### src/rtl/lsvm_pkg.sv
// Shared types and constants for the looped sample voice mixer.
// Holds the stream payload layouts, command and register codes, and field widths.
// No dependencies; every other file in rtl/ uses this package.
`default_nettype none

package lsvm_pkg;

    // Field widths
    localparam int ADDR_W      = 16;
    localparam int WAVE_DEPTH  = 65536;
    localparam int BYTE_W      = 8;
    localparam int POS_W       = 30;
    localparam int RATE_W      = 24;
    localparam int VOL_W       = 10;
    localparam int ACC_W       = 32;

    // Stream and configuration port widths
    localparam int IN_TDATA_W  = 88;
    localparam int IN_TUSER_W  = 2;
    localparam int OUT_TDATA_W = 72;
    localparam int CFG_IDX_W   = 3;
    localparam int CFG_DATA_W  = 24;

    localparam logic [RATE_W-1:0] RATE_RESET = 24'd4096;

    // Item kinds carried in tuser
    typedef enum logic [1:0] {
        MODE_LOAD   = 2'd0,
        MODE_START  = 2'd1,
        MODE_RENDER = 2'd2
    } mode_t;

    // Configuration register indexes
    typedef enum logic [CFG_IDX_W-1:0] {
        REG_WAVE_START   = 3'd0,
        REG_WAVE_END     = 3'd1,
        REG_LOOP_START   = 3'd2,
        REG_LOOP_LENGTH  = 3'd3,
        REG_RATE_STEP    = 3'd4,
        REG_VOLUME_LEFT  = 3'd5,
        REG_VOLUME_RIGHT = 3'd6,
        REG_STEREO       = 3'd7
    } reg_idx_t;

    // Configuration register file contents
    typedef struct packed {
        logic [ADDR_W-1:0] wave_start;
        logic [ADDR_W-1:0] wave_end;
        logic [ADDR_W-1:0] loop_start;
        logic [ADDR_W-1:0] loop_length;
        logic [RATE_W-1:0] rate_step;
        logic [VOL_W-1:0]  volume_left;
        logic [VOL_W-1:0]  volume_right;
        logic              stereo;
    } cfg_t;

    // One classified command handed from the front to the back
    typedef struct packed {
        mode_t                    mode;
        logic [ADDR_W-1:0]        load_address;
        logic [BYTE_W-1:0]        load_byte;
        logic signed [ACC_W-1:0]  acc_left_in;
        logic signed [ACC_W-1:0]  acc_right_in;
    } cmd_t;

endpackage

`default_nettype wire

### src/rtl/lsvm_front.sv
// Front end of the voice mixer: accepts input transactions, classifies them
// and holds them in a two-entry command queue for the back end.
// Depends on lsvm_pkg.
`default_nettype none

module lsvm_front (
    input  wire logic                             clk,
    input  wire logic                             rst_n,
    input  wire logic                             s_tvalid,
    output logic                                  s_tready,
    input  wire logic [lsvm_pkg::IN_TDATA_W-1:0]  s_tdata,
    input  wire logic [lsvm_pkg::IN_TUSER_W-1:0]  s_tuser,
    output logic                                  q_valid,
    output lsvm_pkg::cmd_t                        q_cmd,
    input  wire logic                             q_pop
);
    import lsvm_pkg::*;

    localparam int QDEPTH = 2;
    localparam int QPTR_W = 1;

    cmd_t              queue_reg [QDEPTH];
    logic [QPTR_W-1:0] wr_ptr_reg;
    logic [QPTR_W-1:0] wr_ptr_next;
    logic [QPTR_W-1:0] rd_ptr_reg;
    logic [QPTR_W-1:0] rd_ptr_next;
    logic [QPTR_W:0]   count_reg;
    logic [QPTR_W:0]   count_next;
    logic              take;
    logic              push;
    logic              pop;
    cmd_t              in_cmd;

    // Classify the incoming item; an unknown kind is taken and dropped
    always_comb
    begin
        in_cmd.mode         = mode_t'(s_tuser);
        in_cmd.load_address = s_tdata[15:0];
        in_cmd.load_byte    = s_tdata[23:16];
        in_cmd.acc_left_in  = s_tdata[55:24];
        in_cmd.acc_right_in = s_tdata[87:56];
        case (mode_t'(s_tuser))
            MODE_LOAD, MODE_START, MODE_RENDER: push = take;
            default:                            push = 1'b0;
        endcase
    end

    assign s_tready = (count_reg != (QPTR_W+1)'(QDEPTH));
    assign take     = s_tvalid && s_tready;
    assign q_valid  = (count_reg != '0);
    assign q_cmd    = queue_reg[rd_ptr_reg];
    assign pop      = q_pop && q_valid;

    // Advance queue pointers and fill count
    always_comb
    begin
        wr_ptr_next = push ? wr_ptr_reg + 1'b1 : wr_ptr_reg;
        rd_ptr_next = pop ? rd_ptr_reg + 1'b1 : rd_ptr_reg;
        count_next  = count_reg + (QPTR_W+1)'(push) - (QPTR_W+1)'(pop);
    end

    always_ff @(posedge clk or negedge rst_n)
    begin
        if (!rst_n)
        begin
            wr_ptr_reg <= '0;
            rd_ptr_reg <= '0;
            count_reg  <= '0;
        end
        else
        begin
            wr_ptr_reg <= wr_ptr_next;
            rd_ptr_reg <= rd_ptr_next;
            count_reg  <= count_next;
        end
    end

    // Store command payload
    always_ff @(posedge clk)
    begin
        if (push)
        begin
            queue_reg[wr_ptr_reg] <= in_cmd;
        end
    end

endmodule

`default_nettype wire

### config.mk
export PLATFORM = sky130hd
export DESIGN_NAME = lsvm_front
export DESIGN_NICKNAME = d
export VERILOG_FILES = /design/src/rtl/lsvm_pkg.sv /design/src/rtl/lsvm_front.sv
export SDC_FILE = /design/constraint.sdc
export NUM_CORES = 1
export LEC_CHECK = 0
export ABC_CLOCK_PERIOD_IN_PS = 7600
export BUFFER_PORTS_ARGS = -buffer_cell sky130_fd_sc_hd__buf_2
export CORE_MARGIN = 4
export CORE_UTILIZATION = 45
export DETAILED_ROUTE_END_ITERATION = 10
export GPL_ROUTABILITY_DRIVEN = 1
export PLACE_DENSITY = 0.7
export SYNTH_ARGS = -nofsm -noshare
export SYNTH_HDL_FRONTEND = slang
export SYNTH_SLANG_ARGS = --single-unit
export TNS_END_PERCENT = 20
### constraint.sdc
create_clock -name clk -period 7.6 [get_ports clk]
set_clock_uncertainty 0.1 [all_clocks]
set_input_delay 1.52 -clock clk [delete_from_list [all_inputs] [get_ports clk]]
set_output_delay 1.52 -clock clk [all_outputs]
set_load 0.005 [all_outputs]
==> parameters.txt <==
Parameter                              Value

Clocking
  CTS Root Cell    sky130_fd_sc_hd__clkbuf_16
  Clock Sink Count    ~180
  CTS Hold Bufs    0
  Clk slew on worst S/H paths    0.07 ns
  Clock tree from TritonCTS    built
  # resized after CTS    0
  CTS H-Tree Depth    4
  Insertion delay to the later sink of the worst-skew pair    0.41 ns
  Post-CTS Setup Repair Bufs    0
  Clock tree buffer depth    2
  Number of buffers created by CTS    17

Yosys
  Sequential element share of the synthesized area    0.770
  Syn nets    a little under 400
  Register bit total from synthesis    184
  Share of Yosys cell area claimed by the top area cell type    0.756
  Top cells by area, synth    sky130_fd_sc_hd__edfxtp_1 76%, sky130_fd_sc_hd__mux2_4 19%, sky130_fd_sc_hd__buf_12 2.5%
  Number of distinct library cells after synthesis    16
  Synthesized area    approximately 7100 um2
  Cell type with the highest aggregate area in the netlist    sky130_fd_sc_hd__edfxtp_1
  Post-Synthesis Mean Instance Area    23.9 um2
  Post-synthesis instance total    299
  Total of warnings raised by yosys    0

Power and ir drop
  Internal power    2.32 mW
  Proportion of power drawn by flip-flops and latches    0.457
  Share of power burned in combinational logic    0.278
  Lkg Pwr    3.50 nW
  IR drop worst, VDD    0.000215 V
  Switching power    approximately 840 uW
  PD cells    361 nW/um2
  Net switching fraction of the power    0.265
  Part of the total power dissipated in the clock network    0.265

Routing
  Drt total wl    12.6 mm
  Routed wire length per instance    17.5 um
  Drt first-iter violations    roughly 160
  Per-cell via count in the routed design    4.69
  Post-route ant nets    0
  DRC violation count after routing    0
  Number of detailed-routing iterations run before antenna repair    4
  Via count    3,379

Setup path
  Startpoint kind of the worst setup timing path    flip-flop
  Crit Path Category    flip-flop to primary output
  Critical path buffer and inverter count    2
  Largest delay contributor family on the critical path    flip-flops
  Slowest stage delay, CP    1.03 ns
  Cell-by-cell listing of the critical path    buf_4 -> mux2_4 -> buf_2
  Endpoint kind of the worst setup timing path    primary output
  Biggest fanout along the worst timing path    47
  CP max stage cell    sky130_fd_sc_hd__dfrtp_4
  Data arrival at the endpoint of the critical path    2.77 ns
  Worst Path Required    roughly 6.0 ns

Timing
  Setup Total Neg Slack    0 ns
  Slew of the pin with the lowest slew margin    0.966 ns
  Highest clock rate    228 MHz
  Total count of hold-check failures in the final report    0
  Max Transition Viols Final    0
  Unrepaired setup endpoints after global routing    no
  Worst slack on hold paths    about 0.42 ns
  Total of endpoints with negative setup slack in the final report    0
  Final Cycle Share    0.577
  Worst max-slew margin expressed relative to the limit    0.355
  Crit path time final    about 4.4 ns

Global route
  Remaining global-route overflow    0
  Overall fraction of global-route tracks in use    0.139
  Wire length of the first global-routing pass    between 15 and 20 mm
  Pin count of the biggest net entering global routing    63
  Initial antenna violation count    1
  Vias in the first global route    3,660

Status
  Result of the run    finished clean

Floorplan
  Rows    45
  DIE HEIGHT    134 um
  Horizontal die dimension    ~130 um
  Die outline area    18,000 um2
  Initial core utilization    0.465
  Top-level port count    186
  Core footprint    15,400 um2

Cells and area
  Final core utilization    0.569
  Fraction of final layout cells with drive strength greater than 1    0.609
  Final net count    roughly 590
  Flip-flop count of the largest register, all copies and words added    180
  Filler instances    about 1,200
  Area added between synthesis and finish    22.4%
  Non-Filler Instances    721

Flow run
  Max Cap Viol    0

Placement
  Number of placed instances, taps included    between 600 and 700
  Routability cong.    between 0.7 and 0.8
  HPWL after detailed placement    approximately 8.3 mm
  Count of input and output buffers    185

Hold path
  Tightest Hold Check Type    flip-flop to flip-flop
## kinds of logic after synthesis
logic type               share of synthesized area
XOR/XNOR                                   0.00490
adder cells (fa/ha/maj)                    0.00350
buffers and inverters                       0.0278
flip-flops                                   0.770
multiplexers                                 0.188
AND/OR/NAND/NOR                            0.00525
## power by group through the flow
stage / clock [mW] / combinational [mW] / sequential [mW]
detailed placement: 0 / 0.896 / 1.47
finish: 0.836 / 0.878 / 1.45
floorplan: 0 / 0.720 / 1.41
global route: 0.892 / 0.950 / 1.47
CTS: 0.856 / 0.900 / 1.45
global placement: 0 / 0.888 / 1.46
## final cells by class
cell class | instances | area, um2 | share of cell area
sequential | 184 | 5510 | 0.629
multi-input combinational | 103 | 1460 | 0.167
timing repair buffer | 188 | 948 | 0.108
clock buffer | 18 | 429 | 0.0490
tap | 211 | 264 | 0.0302
clock inverter | 14 | 133 | 0.0152
inverter | 2 | 7.51 | 0.000858
antenna | 1 | 2.50 | 0.000286
## per-stage QoR
| stage | setup WS [ns] | area (um2) | total power, mW |
|---|---|---|---|
| finish | 3.21 | 8750 | 3.16 |
| global route | 3.07 | 8750 | 3.31 |
| CTS | 3.13 | 8750 | 3.21 |
| detailed placement | 3.49 | 8190 | 2.37 |
| global placement | 3.55 | 8190 | 2.35 |
| floorplan | 1.47 | 7150 | 2.13 |
## routing by layer
| layer | track usage | vias up | share of wire |
|---|---|---|---|
| met5 | 0 | - | 0 |
| li1 | - | 1569 | - |
| met4 | 0.0633 | 0 | 0.014 |
| met1 | 0.161 | 1677 | 0.41 |
| met2 | 0.236 | 118 | 0.52 |
| met3 | 0.0446 | 15 | 0.066 |
## cells in the final DEF, fill, tap and decap left out, drive strengths merged
master    synthesis  routed
edfxtp          180     180
or2               1       1
clkinvlp          0       5
xor2              1       1
nand2b            1       1
diode             0       1
mux2             90      90
nand2             1       1
inv               2       3
dfrtp             4       4
bufinv            0       2
buf              10     188
clkbuf            0      18
clkinv            0       6
xnor2             3       3
ha                2       2
and2              1       1
nor2              2       2
nand3             1       1
## worst paths after layout
path	cells after the start	slack (ns)	startpoint	endpoint
worst max-delay path	3	3.21	rd_ptr_reg$_DFFE_PN0P_	q_cmd[17]
worst min-delay path	1	0.42	count_reg[0]$_DFF_PN0_	count_reg[0]$_DFF_PN0_
worst max register to register	4	4.70	count_reg[1]$_DFF_PN0_	queue_reg[0][36]$_DFFE_PP_
worst min register to register	1	0.42	count_reg[0]$_DFF_PN0_	count_reg[0]$_DFF_PN0_
max in group asynchronous	1	6.45	rst_n	rd_ptr_reg$_DFFE_PN0P_
min in group asynchronous	1	0.80	rst_n	wr_ptr_reg$_DFFE_PN0N_
## cell usage after synthesis
library cell and count:
sky130_fd_sc_hd__edfxtp_1 180, sky130_fd_sc_hd__nand2_1 1, sky130_fd_sc_hd__mux2_4 89, sky130_fd_sc_hd__nand3_1 1
sky130_fd_sc_hd__buf_6 1, sky130_fd_sc_hd__xor2_1 1, sky130_fd_sc_hd__or2_1 1, sky130_fd_sc_hd__ha_1 2
sky130_fd_sc_hd__xnor2_1 3, sky130_fd_sc_hd__and2_4 1, sky130_fd_sc_hd__inv_1 2, sky130_fd_sc_hd__dfrtp_1 4
sky130_fd_sc_hd__nand2b_1 1, sky130_fd_sc_hd__nor2_1 2, sky130_fd_sc_hd__buf_12 9, sky130_fd_sc_hd__mux2_2 1
No activity file was read; power rests on OpenSTA's default activity.
